[src/hdl/lmnf_pkg.sv]
// Shared constants, types and font lookup for the LED matrix frame generator.
`timescale 1ns / 1ps
`default_nettype none
package lmnf_pkg;

  localparam int NUM_MODULES_DEF = 4;
  localparam int FRAME_W         = 64;
  localparam int DIGIT_W         = 4;
  localparam int CFG_IDX_W       = 2;
  localparam int CFG_DATA_W      = 4;

  // Register indexes of the configuration port
  localparam logic [CFG_IDX_W-1:0] REG_SEND_INIT  = 2'd0;
  localparam logic [CFG_IDX_W-1:0] REG_INTENSITY  = 2'd1;
  localparam logic [CFG_IDX_W-1:0] REG_SCAN_LIMIT = 2'd2;

  // Driver command addresses
  localparam logic [7:0] ADDR_SHUTDOWN  = 8'h0C;
  localparam logic [7:0] ADDR_INTENSITY = 8'h0A;
  localparam logic [7:0] ADDR_SCAN_LIM  = 8'h0B;
  localparam logic [7:0] ADDR_DISP_TEST = 8'h0F;
  localparam logic [7:0] DATA_NORMAL_OP = 8'h01;
  localparam logic [7:0] DATA_TEST_OFF  = 8'h00;

  // Frame sequence: four init frames then eight row frames
  localparam int         SEQ_W       = 4;
  localparam logic [3:0] SEQ_SHUTDOWN  = 4'd0;
  localparam logic [3:0] SEQ_INTENSITY = 4'd1;
  localparam logic [3:0] SEQ_SCAN_LIM  = 4'd2;
  localparam logic [3:0] SEQ_DISP_TEST = 4'd3;
  localparam logic [3:0] SEQ_FIRST_ROW = 4'd4;
  localparam logic [3:0] SEQ_LAST_ROW  = 4'd11;
  localparam logic [7:0] ROW_ADDR_LAST = 8'd8;

  typedef struct packed {
    logic       send_init;
    logic [3:0] intensity;
    logic [2:0] scan_limit;
  } cfg_t;

  // Glyph row byte for a decimal digit
  function automatic logic [7:0] glyph_row(input logic [DIGIT_W-1:0] digit,
                                           input logic [2:0] row);
    logic [63:0] g;
    case (digit)
      4'd0:    g = 64'h3c6666666666663c;
      4'd1:    g = 64'h183818181818183c;
      4'd2:    g = 64'h3c66060c1830607e;
      4'd3:    g = 64'h3c66061c0606663c;
      4'd4:    g = 64'h060e1626667f0606;
      4'd5:    g = 64'h7e60607c0606663c;
      4'd6:    g = 64'h3c62607c6666663c;
      4'd7:    g = 64'h7e060c1830303030;
      4'd8:    g = 64'h3c66663c6666663c;
      4'd9:    g = 64'h3c6666663e06663c;
      default: g = 64'h0;
    endcase
    // row 0 sits in the top byte
    return g[(7 - row) * 8 +: 8];
  endfunction

endpackage
`default_nettype wire

[src/hdl/lmnf_front.sv]
// Front end: accepts a number and splits it into one decimal digit per module.
`timescale 1ns / 1ps
`default_nettype none
module lmnf_front #(
  parameter int NUM_MODULES = lmnf_pkg::NUM_MODULES_DEF
) (
  input  wire logic                                   clk,
  input  wire logic                                   rst_n,
  input  wire logic                                   in_valid,
  output logic                                        in_ready,
  input  wire logic [15:0]                            in_shown_value,
  output logic                                        push_valid,
  input  wire logic                                   push_ready,
  output logic [NUM_MODULES*lmnf_pkg::DIGIT_W-1:0]    push_digits
);
  import lmnf_pkg::*;

  localparam int SW = (NUM_MODULES > 1) ? $clog2(NUM_MODULES) : 1;
  localparam logic [SW-1:0] SLOT_TOP = SW'(NUM_MODULES - 1);
  localparam logic [16:0]   RECIP10  = 17'h0CCCD;

  typedef enum logic [1:0] {FR_IDLE, FR_CONV, FR_HOLD} fr_state_t;

  fr_state_t                       state_r;
  logic [15:0]                     val_r;
  logic [SW-1:0]                   slot_r;
  logic [NUM_MODULES*DIGIT_W-1:0]  digs_r;
  logic [32:0]                     prod;
  logic [15:0]                     quot;
  logic [15:0]                     rem;

  // divide by ten through the reciprocal, exact over 16 bits
  assign prod = 33'(val_r) * 33'(RECIP10);
  assign quot = 16'(prod[32:19]);
  assign rem  = val_r - ((quot << 3) + (quot << 1));

  assign in_ready    = (state_r == FR_IDLE);
  assign push_valid  = (state_r == FR_HOLD);
  assign push_digits = digs_r;

  always_ff @(posedge clk) begin
    if (!rst_n) begin
      state_r <= FR_IDLE;
    end else begin
      case (state_r)
        FR_IDLE: begin
          if (in_valid) begin
            val_r   <= in_shown_value;
            slot_r  <= SLOT_TOP;
            state_r <= FR_CONV;
          end
        end
        FR_CONV: begin
          // least significant digit lands in the highest slot
          digs_r[slot_r*DIGIT_W +: DIGIT_W] <= rem[DIGIT_W-1:0];
          val_r <= quot;
          if (slot_r == '0) begin
            state_r <= FR_HOLD;
          end else begin
            slot_r <= slot_r - 1'b1;
          end
        end
        FR_HOLD: begin
          if (push_ready) begin
            state_r <= FR_IDLE;
          end
        end
        default: state_r <= FR_IDLE;
      endcase
    end
  end

endmodule
`default_nettype wire

[src/hdl/lmnf_fifo.sv]
// Two-entry register queue between the digit front end and the frame sequencer.
`timescale 1ns / 1ps
`default_nettype none
module lmnf_fifo #(
  parameter int W = 16
) (
  input  wire logic         clk,
  input  wire logic         rst_n,
  input  wire logic         wr_valid,
  output logic              wr_ready,
  input  wire logic [W-1:0] wr_data,
  output logic              rd_valid,
  input  wire logic         rd_ready,
  output logic [W-1:0]      rd_data
);
  logic [W-1:0] mem_r [2];
  logic         wr_ptr_r;
  logic         rd_ptr_r;
  logic [1:0]   count_r;
  logic         do_wr;
  logic         do_rd;

  assign wr_ready = (count_r != 2'd2);
  assign rd_valid = (count_r != 2'd0);
  assign rd_data  = mem_r[rd_ptr_r];
  assign do_wr    = wr_valid && wr_ready;
  assign do_rd    = rd_valid && rd_ready;

  always_ff @(posedge clk) begin
    if (do_wr) begin
      mem_r[wr_ptr_r] <= wr_data;
    end
  end

  always_ff @(posedge clk) begin
    if (!rst_n) begin
      wr_ptr_r <= 1'b0;
      rd_ptr_r <= 1'b0;
      count_r  <= 2'd0;
    end else begin
      if (do_wr) wr_ptr_r <= ~wr_ptr_r;
      if (do_rd) rd_ptr_r <= ~rd_ptr_r;
      case ({do_wr, do_rd})
        2'b10:   count_r <= count_r + 2'd1;
        2'b01:   count_r <= count_r - 2'd1;
        default: count_r <= count_r;
      endcase
    end
  end

endmodule
`default_nettype wire

[src/hdl/lmnf_back.sv]
// Back end: feeds init and row frames into the output register, one per cycle unless stalled.
`timescale 1ns / 1ps
`default_nettype none
module lmnf_back #(
  parameter int NUM_MODULES = lmnf_pkg::NUM_MODULES_DEF
) (
  input  wire logic                                 clk,
  input  wire logic                                 rst_n,
  input  wire lmnf_pkg::cfg_t                       cfg,
  input  wire logic                                 pop_valid,
  output logic                                      pop_ready,
  input  wire logic [NUM_MODULES*lmnf_pkg::DIGIT_W-1:0] pop_digits,
  output logic                                      out_valid,
  input  wire logic                                 out_ready,
  output logic [lmnf_pkg::FRAME_W-1:0]              out_frame,
  output logic                                      out_last
);
  import lmnf_pkg::*;

  logic                            busy_r;
  logic [SEQ_W-1:0]                seq_r;
  logic [NUM_MODULES*DIGIT_W-1:0]  digs_r;
  logic                            out_valid_r;
  logic [FRAME_W-1:0]              frame_r;
  logic                            last_r;
  logic                            emit;
  logic                            seq_end;
  logic                            pop;
  logic [FRAME_W-1:0]              frame_nxt;
  logic [7:0]                      addr;
  logic [7:0]                      data_same;
  logic                            is_row;
  logic [2:0]                      row;

  assign emit      = busy_r && (!out_valid_r || out_ready);
  assign seq_end   = (seq_r == SEQ_LAST_ROW);
  assign pop_ready = !busy_r || (emit && seq_end);
  assign pop       = pop_valid && pop_ready;
  assign is_row    = (seq_r >= SEQ_FIRST_ROW);
  assign row       = 3'(seq_r - SEQ_FIRST_ROW);

  always_comb begin
    case (seq_r)
      SEQ_SHUTDOWN: begin
        addr = ADDR_SHUTDOWN;  data_same = DATA_NORMAL_OP;
      end
      SEQ_INTENSITY: begin
        addr = ADDR_INTENSITY; data_same = {4'd0, cfg.intensity};
      end
      SEQ_SCAN_LIM: begin
        addr = ADDR_SCAN_LIM;  data_same = {5'd0, cfg.scan_limit};
      end
      SEQ_DISP_TEST: begin
        addr = ADDR_DISP_TEST; data_same = DATA_TEST_OFF;
      end
      default: begin
        addr = 8'({1'b0, row} + 4'd1); data_same = 8'd0;
      end
    endcase
  end

  always_comb begin
    frame_nxt = '0;
    for (int s = 0; s < NUM_MODULES; s++) begin
      frame_nxt[(NUM_MODULES - 1 - s)*16 +: 16] =
        {addr, is_row ? glyph_row(digs_r[s*DIGIT_W +: DIGIT_W], row) : data_same};
    end
  end

  always_ff @(posedge clk) begin
    if (!rst_n) begin
      busy_r      <= 1'b0;
      out_valid_r <= 1'b0;
    end else begin
      if (emit) begin
        out_valid_r <= 1'b1;
      end else if (out_ready) begin
        out_valid_r <= 1'b0;
      end
      if (pop) begin
        busy_r <= 1'b1;
        seq_r  <= cfg.send_init ? SEQ_SHUTDOWN : SEQ_FIRST_ROW;
        digs_r <= pop_digits;
      end else if (emit) begin
        if (seq_end) begin
          busy_r <= 1'b0;
        end else begin
          seq_r <= seq_r + 1'b1;
        end
      end
    end
  end

  always_ff @(posedge clk) begin
    if (emit) begin
      frame_r <= frame_nxt;
      last_r  <= seq_end;
    end
  end

  assign out_valid = out_valid_r;
  assign out_frame = frame_r;
  assign out_last  = last_r;

endmodule
`default_nettype wire

[src/hdl/led_matrix_number_frames_top.sv]
// Top level of the cascaded LED matrix number frame generator.
`timescale 1ns / 1ps
`default_nettype none
//
//  channel | direction | ports                               | handshake
//  --------+-----------+-------------------------------------+-------------------
//  in      | input     | in_shown_value                      | in_valid/in_ready
//  out     | output    | out_frame, out_last                 | out_valid/out_ready
//  cfg     | input     | cfg_index, cfg_data                 | cfg_valid/cfg_ready
//
//  Each number yields 12 frames with send_init set and 8 without, one frame per
//  cycle from the back-end sequencer while the output is not stalled.
//  Digit extraction in the front end overlaps the frames of the previous number
//  through a two-item queue. Reset (synchronous, rst_n low) empties the queue
//  and restores send_init = 1, intensity = 1, scan_limit = 7. A stalled output
//  holds its frame in the output register while the sequencer waits; the front
//  keeps accepting until the queue fills. cfg_ready is always high.
//
module led_matrix_number_frames_top #(
  parameter int NUM_MODULES = lmnf_pkg::NUM_MODULES_DEF
) (
  input  wire logic                              clk,
  input  wire logic                              rst_n,
  input  wire logic                              in_valid,
  output logic                                   in_ready,
  input  wire logic [15:0]                       in_shown_value,
  output logic                                   out_valid,
  input  wire logic                              out_ready,
  output logic [lmnf_pkg::FRAME_W-1:0]           out_frame,
  output logic                                   out_last,
  input  wire logic                              cfg_valid,
  output logic                                   cfg_ready,
  input  wire logic [lmnf_pkg::CFG_IDX_W-1:0]    cfg_index,
  input  wire logic [lmnf_pkg::CFG_DATA_W-1:0]   cfg_data
);
  import lmnf_pkg::*;

  localparam int DW = NUM_MODULES * DIGIT_W;

  cfg_t          cfg_r;
  logic          push_valid;
  logic          push_ready;
  logic [DW-1:0] push_digits;
  logic          pop_valid;
  logic          pop_ready;
  logic [DW-1:0] pop_digits;

  // Configuration registers; writes to an unknown index drop silently
  assign cfg_ready = 1'b1;

  always_ff @(posedge clk) begin
    if (!rst_n) begin
      cfg_r.send_init  <= 1'b1;
      cfg_r.intensity  <= 4'd1;
      cfg_r.scan_limit <= 3'd7;
    end else if (cfg_valid) begin
      case (cfg_index)
        REG_SEND_INIT:  cfg_r.send_init  <= cfg_data[0];
        REG_INTENSITY:  cfg_r.intensity  <= cfg_data[3:0];
        REG_SCAN_LIMIT: cfg_r.scan_limit <= cfg_data[2:0];
        default:        cfg_r <= cfg_r;
      endcase
    end
  end

  // Front: take the number, split it into digits
  lmnf_front #(.NUM_MODULES(NUM_MODULES)) u_front (
    .clk            (clk),
    .rst_n          (rst_n),
    .in_valid       (in_valid),
    .in_ready       (in_ready),
    .in_shown_value (in_shown_value),
    .push_valid     (push_valid),
    .push_ready     (push_ready),
    .push_digits    (push_digits)
  );

  // Queue: decouple digit extraction from frame output
  lmnf_fifo #(.W(DW)) u_fifo (
    .clk      (clk),
    .rst_n    (rst_n),
    .wr_valid (push_valid),
    .wr_ready (push_ready),
    .wr_data  (push_digits),
    .rd_valid (pop_valid),
    .rd_ready (pop_ready),
    .rd_data  (pop_digits)
  );

  // Back: sequence init and row frames
  lmnf_back #(.NUM_MODULES(NUM_MODULES)) u_back (
    .clk        (clk),
    .rst_n      (rst_n),
    .cfg        (cfg_r),
    .pop_valid  (pop_valid),
    .pop_ready  (pop_ready),
    .pop_digits (pop_digits),
    .out_valid  (out_valid),
    .out_ready  (out_ready),
    .out_frame  (out_frame),
    .out_last   (out_last)
  );

  // The last flag marks exactly the frames that carry row address eight
  a_last_row: assert property (@(posedge clk) disable iff (!rst_n)
    out_valid |-> (out_last == (out_frame[15:8] == ROW_ADDR_LAST)))
    else $error("last flag does not match row address");

  // The front end goes busy right after it takes an item
  a_front_busy: assert property (@(posedge clk) disable iff (!rst_n)
    (in_valid && in_ready) |=> !in_ready)
    else $error("front accepted two items back to back");

  // Nothing pushed into a full queue is lost
  a_no_overflow: assert property (@(posedge clk) disable iff (!rst_n)
    (push_valid && !push_ready) |=> push_valid)
    else $error("front dropped digits while queue was full");

endmodule
`default_nettype wire
[config.mk]
export PLATFORM = sky130hd
export DESIGN_NAME = led_matrix_number_frames_top
export DESIGN_NICKNAME = d
export VERILOG_FILES = /design/src/hdl/lmnf_pkg.sv /design/src/hdl/lmnf_front.sv /design/src/hdl/lmnf_fifo.sv /design/src/hdl/lmnf_back.sv /design/src/hdl/led_matrix_number_frames_top.sv
export SDC_FILE = /design/constraint.sdc
export NUM_CORES = 1
export LEC_CHECK = 0
export BUFFER_PORTS_ARGS = -buffer_cell sky130_fd_sc_hd__buf_2
export CORE_MARGIN = 5
export CORE_UTILIZATION = 51
export DETAILED_ROUTE_END_ITERATION = 8
export PLACE_DENSITY = 0.72
export RECOVER_POWER = 50
export REMOVE_ABC_BUFFERS = 1
export SLEW_MARGIN = 20
export SYNTH_ARGS = -nofsm -noshare
export SYNTH_HDL_FRONTEND = slang
export SYNTH_HIERARCHICAL = 1
export SYNTH_MEMORY_MAX_BITS = 65536
export SYNTH_SLANG_ARGS = --single-unit
[constraint.sdc]
create_clock -name clk -period 6 [get_ports clk]
set_input_delay 0.6 -clock clk [delete_from_list [all_inputs] [get_ports clk]]
set_output_delay 0.6 -clock clk [all_outputs]
set_load 0.05 [all_outputs]
Word level (Yosys, flattened, before mapping)
Memory sizes are Yosys's and may differ from the RTL's. A register that Yosys moved wholly into a read port is not among the register bits.
Index checks and enable logic that the tools add are counted.
{ "classes": {"n_addsub": 10, "multipliers": 1, "magnitude_cmp": 1, "n_eq_ne": 16, "shift": 6, "mux": 28, "n_bitwise": 2, "reduce_logical": 28} }
{ "op_table": {"columns": ["operator", "count"], "rows": [
  ["$shiftx A64 B33 Y8", 4],
  ["$neg A4 Y34", 1],
  ["$shift A4 B34 Y16 const A", 1],
  ["$shiftx A4 B34 Y16", 1],
  ["$mul A16 B16 Y32 const B", 1],
  ["$mux W8", 4],
  ["$pmux W16 S2", 1],
  ["$pmux W8 S4", 1],
  ["$bwmux W16", 1],
  ["$mux W16", 1],
  ["$mux W4", 3],
  ["$pmux W4 S3", 1],
  ["$reduce_and A2 Y1", 6],
  ["$reduce_bool A2 Y1", 6],
  ["$mux W2", 5],
  ["$ne A2 B2 Y1 const B", 5],
  ["$reduce_and A3 Y1", 3],
  ["$eq A4 B2 Y1 const B", 2],
  ["$pmux W2 S2", 2],
  ["$mux W1", 7],
  ["$eq A2 B1 Y1 const B", 3],
  ["$eq A2 B2 Y1 const B", 3],
  ["$logic_not A2 Y1", 3],
  ["$pmux W2 S3", 1],
  ["other kinds (19)", 26]
]} }
{ "totals": {"regBits": 119, "mem_bits_rw": 32, "mem_bits_ro": 3136, "in_bits": 27, "out_inout_bits": 68, "word_cells": 112, "mem_count": 5} }
{ "mem_list": {"columns": ["name", "depth", "width", "read_ports", "rd_clocked_by_memory_dff", "wr", "line", "source"], "rows": [
  ["(name not given)", 16, 49, 1, 0, 0, "lmnf_pkg.sv:45", "case (digit)"],
  ["(name not given)", 16, 49, 1, 0, 0, "lmnf_pkg.sv:45", null],
  ["(name not given)", 16, 49, 1, 0, 0, "lmnf_pkg.sv:45", null],
  ["(name not given)", 16, 49, 1, 0, 0, "lmnf_pkg.sv:45", null],
  ["u_fifo.mem_r", 2, 16, 1, 1, 1, "lmnf_fifo.sv:16", "logic [W-1:0] mem_r [2];"]
]} }

Depth between registers and ports, before layout
Gate-level depths: netlist of run 1.
{ "depth": {"word_depth": 8, "mapped_depth": 23, "depth_no_buf": 23} }

Cells and area by module
Netlist of run 1, hierarchy kept.
{ "modules_own_cells": {"columns": ["mod", "n_inst", "cells_each", "area_each_um2", "seq_area_each_um2"], "rows": [
  ["lmnf_back", 1, 755, 8376.8, 4113.9],
  ["lmnf_front", 1, 608, 6236.0, 1061.0],
  ["lmnf_fifo", 1, 74, 1386.3, 1061.0],
  ["led_matrix_number_frames_top", 1, 37, 361.6, 160.2]
]} }

Worst setup path after synthesis of run 1
No wires, ideal clock.
{ "synth_path": {"path_type": "register -> register", "startpoint": "reg u_front.val_r[3]", "endpoint": "reg u_front.digs_r[7], in the netlist u_front/push_digits[7] (data pin)", "arrival_ns": 5.512, "t_required_ns": 5.746, "path_slack_ns": 0.233, "path_stages_with_launch": 22, "path_buffers": 0, "path_cell_list": "edfxtp_1 -> ha_1 -> inv_1 -> fa_1 -> inv_1 -> fa_1 -> fa_1 -> fa_1 -> inv_1 -> fa_1 -> inv_1 -> ha_1 -> a21o_1 -> nand2_1 -> nand2_1 -> a21o_1 -> a41oi_1 -> xnor2_1 -> ha_1 -> a211o_1 -> xnor3_2 -> nor2_1"} }
{ "synth_between": {"elab_chain_len": 5} }
{ "synth_lines": {"columns": ["item", "line", "source"], "rows": [
  ["start: declaration", "lmnf_front.sv:25", "logic [15:0] val_r;"],
  ["start signal: assignment", "lmnf_front.sv:48", "val_r <= in_shown_value;"],
  ["start signal: assignment", "lmnf_front.sv:56", "val_r <= quot;"],
  ["$mul A16 B16 Y32", "lmnf_front.sv:33", "assign prod = 33'(val_r) * 33'(RECIP10);"],
  ["$add A4 B4 Y4", "lmnf_front.sv:35", "assign rem = val_r - ((quot << 3) + (quot << 1));"],
  ["$sub A4 B4 Y4 *", "lmnf_front.sv:35", null],
  ["$shiftx A4 B34 Y16 *", "lmnf_front.sv:55", "digs_r[slot_r*DIGIT_W +: DIGIT_W] <= rem[DIGIT_W-1:0];"],
  ["$bwmux W16 *", "lmnf_front.sv:55", null],
  ["end signal: indexed assignment", "lmnf_front.sv:55", null],
  ["end: declaration", "lmnf_front.sv:27", "logic [NUM_MODULES*DIGIT_W-1:0] digs_r;"]
]} }
Every way passes the cells marked *; elsewhere a longest branch is shown, timed or not.
A chain may end at the register's enable or synchronous reset.

Worst setup path in the final report of run 1
{ "layout_path": {"startpoint": "reg u_front.val_r[3]", "endpoint": "reg u_front.val_r[11] (data pin)"} }
{ "layout_between": {"elab_chain_len": 2} }
{ "layout_lines": {"columns": ["item", "line", "source"], "rows": [
  ["$mul A16 B16 Y32", "lmnf_front.sv:33", null],
  ["$pmux W16 S2", "lmnf_front.sv:45", "case (state_r)"]
]} }
No other way between the ends.

==> metrics.csv, run 1 <==
metric,value,unit
status,finished with violations,
failing checks,"max-capacitance violations, max-slew violations",
Startpoint Class,flip-flop,
routability cong.,0.954,
Final nets,1847,
count of input and output buffers,73,
root buf cell,clkbuf_16,
area grow syn2layout,11.6,%
Ys Warns,6,
Synth Cell Area,0.0164,sq mm
Max Cap Viol,3,
# diodes,0,
"Seq/Total Area, Yosys",0.391,
crit-path max cell delay,0.55,ns
share of layout cells above drive strength 1,0.141,
die span in x,189,microns
Avg WL per Cell,18.3,microns
Hold Crit Class,in2reg,
cts bufs inserted,26,
Yosys top cell area share,0.218,
final hold violations,0,
CTS Buffer Depth,3,
FP Rows,65,
max-slew violation count,105,
Initial Util,0.517,
Boundary Pins,95,
Worst path top cell family by delay,adder cells,
Setup WS pre-CTS,0.0840,ns
asr flop ratio synth,0,
die height,189,microns
Avg Inst Size Synth,11.1,sq um
clk sinks,260,
die footprint,0.0358,sq mm
Post-synth EDFFs,119,
worst slew pin tran,2.89,ns
Worst EP arrival,6.02,ns
Vias/cell,5.52,
hpwl dp,27800,microns
crit path capture type,flip-flop,
Post-Route WL,36500,microns
CP Buf/Inv Count,7,
Final WS setup,0.204,ns
WP data required,6.23,ns
H-tree depth,1,
Fill cells,2637,
DRC,0,
Period minus WS final,5.80,ns
multi-input logic area,0.00911,sq mm
most used flip-flop cell after synthesis,dfxtp_1,
Final setup violation count,0,
clock latency on the worst-skew pair,0.54,ns
CP Class,reg2reg,
Iter 0 DRT Violations,824,
Core ar.,0.0316,sq mm
antenna violations before repair,0,
clock skew,0.0258,ns
vias,10971,
relative slew slack,-0.929,
overall routing resource usage,0.202,
1st-pass router iterations,5,
largest net degree at the start of global routing,46,
Synth area leader,edfxtp_1,
"Slowest-stage cell, CP",fa_1,
top-count cell post-synth,inv_1,
first-pass GRT wire length,58700,microns
FF+latch area,0.00640,sq mm
#FFs+latches synth,260,
synth cell count leaders,"inv_1, ha_1, dfxtp_1",
vias in the first global route,11197,
Crit path top cell by count,fa_1,
Final ANT Viol Nets,0,
Netlist cell types,82,
Synth area leaders,"edfxtp_1, dfxtp_1, ha_1",
cells along the critical path,buf_6 -> ha_4 -> fa_1 -> inv_1 -> fa_1 -> fa_1 -> inv_1 -> fa_1 -> inv_1 -> fa_1 -> inv_1 -> ha_4 -> and4_4 -> nand2_1 -> buf_4 -> o31ai_4 -> o21ai_4 -> a311oi_4 -> buf_4 -> o31ai_1,
gr ovfl total,0,
CTS tree,built,
maximum fanout along the worst path,6,
Post-Syn Instances,1474,
Worst-path clk slew,0.06,ns
fin crit share,0.966,
Fmax,0.173,GHz
## kinds of logic after synthesis
group | count (synthesis) | synth area share
flops | 260 | 0.391
compound gates | 248 | 0.104
simple gates | 312 | 0.0925
mux | 112 | 0.0927
other cells | 2 | 0.000459
xor+xnor | 20 | 0.0121
fa+ha+maj | 255 | 0.232
buf+inv | 265 | 0.0756
## cell type report
cell class	count	area share
clock buffers	38	0.0423
clock inverters	10	0.00555
inverters	186	0.0384
multi-input cells	968	0.499
flip-flops and latches	260	0.350
well taps	402	0.0276
repair buffers	123	0.0368
## worst register-to-register path: cells and delay by family, from the launching register on
kind,cells,cell delay [ns]
adders and majority gates,7,3.08
DFF,1,0.44
and+or+nand+nor,2,0.31
buffers and inverters,7,0.73
AOI/OAI and AO/OA,4,0.93
## cells in the final DEF (no fill, tap or decap), types with 45 or more instances in the layout
cell type	count
dfxtp_1	141
ha_1	154
a21oi_1	67
inv_1	182
edfxtp_1	119
mux2i_1	45
fa_1	78
o21ai_0	49
nand2_1	115
clkbuf_1	60
nor2_1	65
## metrics by stage
step | hold WS (ns) | utilization | setup TNS, ns | instance area (sq um) | instances
6_report | 0.326 | 0.577 | 0 | 18300 | 1987
5_1_grt | 0.339 | 0.577 | -0.0505 | 18300 | 1987
4_1_cts | 0.312 | 0.566 | 0 | 17900 | 1969
3_5_place_dp | 0.432 | 0.538 | 0 | 17000 | 1921
3_3_place_gp | 0.424 | 0.538 | 0 | 17000 | 1921
2_1_floorplan | 0.421 | - | -111.65 | 15900 | 1414
## repair_timing
item                                    in CTS  in global routing
resized for setup                            0                 45
hold buffers                                 0                  0
hold endpoints to repair                     0                  0
setup buffers                                0                 18
endpoints found under the setup margin       0                 14
## layer usage
layer | part of all wire | global-route usage | up-vias | wire [microns]
li1 | - | - | 5247 | -
met1 | 0.46 | 0.284 | 5381 | 16600
met2 | 0.47 | 0.334 | 298 | 17200
met5 | 0 | 0 | - | 0
met4 | 0.021 | 0.0418 | 0 | 775
met3 | 0.050 | 0.0332 | 45 | 1830
## final timing paths
check	from	to	slack (ns)	depth (start not counted)
max	u_front/val_r[3]	u_front/val_r[11]	0.20	20
min	cfg_data[3]	cfg_r[6]	0.33	3
max reg2reg	u_front/val_r[3]	u_front/val_r[11]	0.20	20
min reg2reg	u_front/push_digits[4]	u_fifo/mem_r[0][4]	0.44	0
Power of run 1 is not shown: default switching activity piles up to over one toggle a cycle in this logic, so the estimate is an artifact.
==> run 2, diff against run 1 <==
--- a/config.mk
+++ b/config.mk
@@ -12,6 +12,7 @@
 export PLACE_DENSITY = 0.72
 export RECOVER_POWER = 50
 export REMOVE_ABC_BUFFERS = 1
+export SETUP_SLACK_MARGIN = 0.4
 export SLEW_MARGIN = 20
 export SYNTH_ARGS = -nofsm -noshare
 export SYNTH_HDL_FRONTEND = slang
==> metrics.csv, run 2 (synthesized netlist as in run 1, its figures left out) <==
metric,value,unit,change
RR Endpoint,u_front/val_r[7],,was u_front/val_r[11]
Max Cap Viol,3,,unchanged
Core ar.,0.0316,sq mm,unchanged
Fmax,0.175,GHz,was 0.173 GHz
Final nets,1867,,"was 1,847"
clock skew,0.0272,ns,was 0.0258 ns
largest net degree at the start of global routing,46,,unchanged
DRC,0,,unchanged
hpwl dp,27800,microns,unchanged
maximum fanout along the worst path,4,,was 6
overall routing resource usage,0.206,,was 0.202
RR Startpoint,u_front/val_r[3],,unchanged
worst slew pin tran,2.88,ns,was 2.89 ns
clk sinks,260,,unchanged
die footprint,0.0358,sq mm,unchanged
CTS tree,built,,unchanged
Final setup violation count,0,,unchanged
Boundary Pins,95,,unchanged
Avg WL per Cell,18.4,microns,was 18.3 microns
relative slew slack,-0.927,,was -0.929
share of layout cells above drive strength 1,0.173,,was 0.141
clock latency on the worst-skew pair,0.54,ns,about the same
finished layout cell area,0.0186,sq mm,was 0.0183 sq mm
gr ovfl total,0,,unchanged
hold path start,cfg_data[3],,unchanged
FF+latch area,0.00640,sq mm,unchanged
count of input and output buffers,73,,unchanged
Startpoint Class,flip-flop,,unchanged
status,finished with violations,,unchanged
area grow syn2layout,13.9,%,was 11.6%
max-slew violation count,105,,unchanged
CTS Buffer Depth,3,,unchanged
Hold Path Sink,cfg_r[6],,unchanged
Final ANT Viol Nets,0,,unchanged
Worst-path clk slew,0.06,ns,about the same
Vias/cell,5.53,,was 5.52
Fill cells,2563,,"was 2,637"
die span in x,189,microns,unchanged
placed cell area,0.0170,sq mm,unchanged
H-tree depth,1,,unchanged
die height,189,microns,unchanged
"commonest non-fill, non-tap cell in the layout",inv_1,,unchanged
Post-Route WL,36900,microns,"was 36,500 microns"
final hold violations,0,,unchanged
fin crit share,0.952,,was 0.966
root buf cell,clkbuf_16,,unchanged
flop-to-flop setup slack,0.29,ns,was 0.20 ns
CP Class,reg2reg,,unchanged
1st-pass router iterations,5,,unchanged
antenna violations before repair,0,,unchanged
Worst EP arrival,5.92,ns,was 6.02 ns
vias in the first global route,11385,,was 11.2k
# diodes,0,,unchanged
failing checks,"max-capacitance violations, max-slew violations",,unchanged
Initial Util,0.517,,unchanged
Iter 0 DRT Violations,840,,was 824
most frequent cells in the layout,"inv_1, ha_1, dfxtp_1",,unchanged
cts bufs inserted,26,,unchanged
multi-input logic area,0.00930,sq mm,was 0.00911 sq mm
crit path capture type,flip-flop,,unchanged
Register-to-Register Path Depth,20,,unchanged
routability cong.,0.954,,unchanged
first-pass GRT wire length,59800,microns,"was 58,700 microns"
hold path depth,3,,unchanged
vias,11091,,was 11.0k
Hold Buf Count CTS,0,,unchanged
RSZ-0062 raised after global routing,true,,
FP Rows,65,,unchanged
WP data required,6.21,ns,was 6.23 ns
Period minus WS final,5.71,ns,was 5.80 ns
Hold Crit Class,in2reg,,unchanged
[run 2: cell count changes in the layout (fill, tap and decap cells not counted), moves of 3 or more]
cell,before,now
buf_6,3,15
buf_4,42,50
nor4b_2,0,3
ha_4,20,26
inv_1,182,174
inv_2,3,11
o21ai_1,7,3
ha_1,154,146
o21ai_2,1,4
nor4b_1,3,0
[run 2: critical path, stage by stage (launching register included)]
cell      delay, ns
edfxtp_1       0.47
buf_6          0.17
ha_4           0.28
inv_2          0.04
fa_2           0.53
inv_2          0.04
fa_1           0.46
fa_2           0.55
fa_1           0.42
fa_1           0.49
ha_4           0.31
nand4_1        0.15
a21oi_2        0.26
nor2_4         0.09
buf_6          0.13
o31ai_4        0.38
buf_6          0.16
nor2_2         0.04
o21ai_2        0.19
xnor2_1        0.14
o21ai_1        0.11
[run 2: worst max-delay path by stage]
stage | start | cells past startpoint | endpoint | slack, ns
finish | u_front/val_r[3] | 20 | u_front/val_r[7] | 0.29
floorplan | u_back/seq_r[0] | 8 | flip-flop | -1.23
global route | u_front/val_r[3] | 19 | u_front/val_r[12] | 0.15
global placement | u_front/val_r[2] | 21 | u_front/push_digits[7] | 0.16
detailed placement | u_front/val_r[3] | 20 | u_front/push_digits[11] | 0.08
CTS | u_front/val_r[3] | 22 | u_front/push_digits[11] | 0.35
[run 2: what timing repair did]
action / 4_1_cts / 5_1_grt
setup buffers: 29 / 9
setup endpoints to repair: 19 / 20
pin swaps: 55 / 28
resized for setup: 77 / 20
[run 2: layout make-up]
cell class	count	share of cell area
multi-input cells	968	0.499
flip-flops and latches	260	0.343
repair buffers	143	0.0465
clock buffers	38	0.0414
inverters	186	0.0376
well taps	402	0.0270
clock inverters	10	0.00544
[run 2: metrics by stage]
step           std cells  worst slack, ns  setup TNS, ns  hold slack, ns   util
5_1_grt             2007            0.148              0           0.339  0.589
2_1_floorplan       1414            -1.23        -111.65           0.421      -
6_report            2007            0.289              0           0.326  0.589
3_5_place_dp        1921           0.0840              0           0.432  0.538
4_1_cts             1998            0.352              0           0.312  0.587
3_3_place_gp        1921            0.158              0           0.424  0.538
[run 2: per-layer routing]
| layer | up-vias | part of all wire | GRT usage |
|---|---|---|---|
| li1 | 5281 | - | - |
| met1 | 5443 | 0.45 | 0.289 |
| met2 | 307 | 0.48 | 0.344 |
| met3 | 60 | 0.050 | 0.0288 |
| met4 | 0 | 0.025 | 0.0454 |
| met5 | - | 0 | 0 |
Power of run 2 is left out for the same reason.
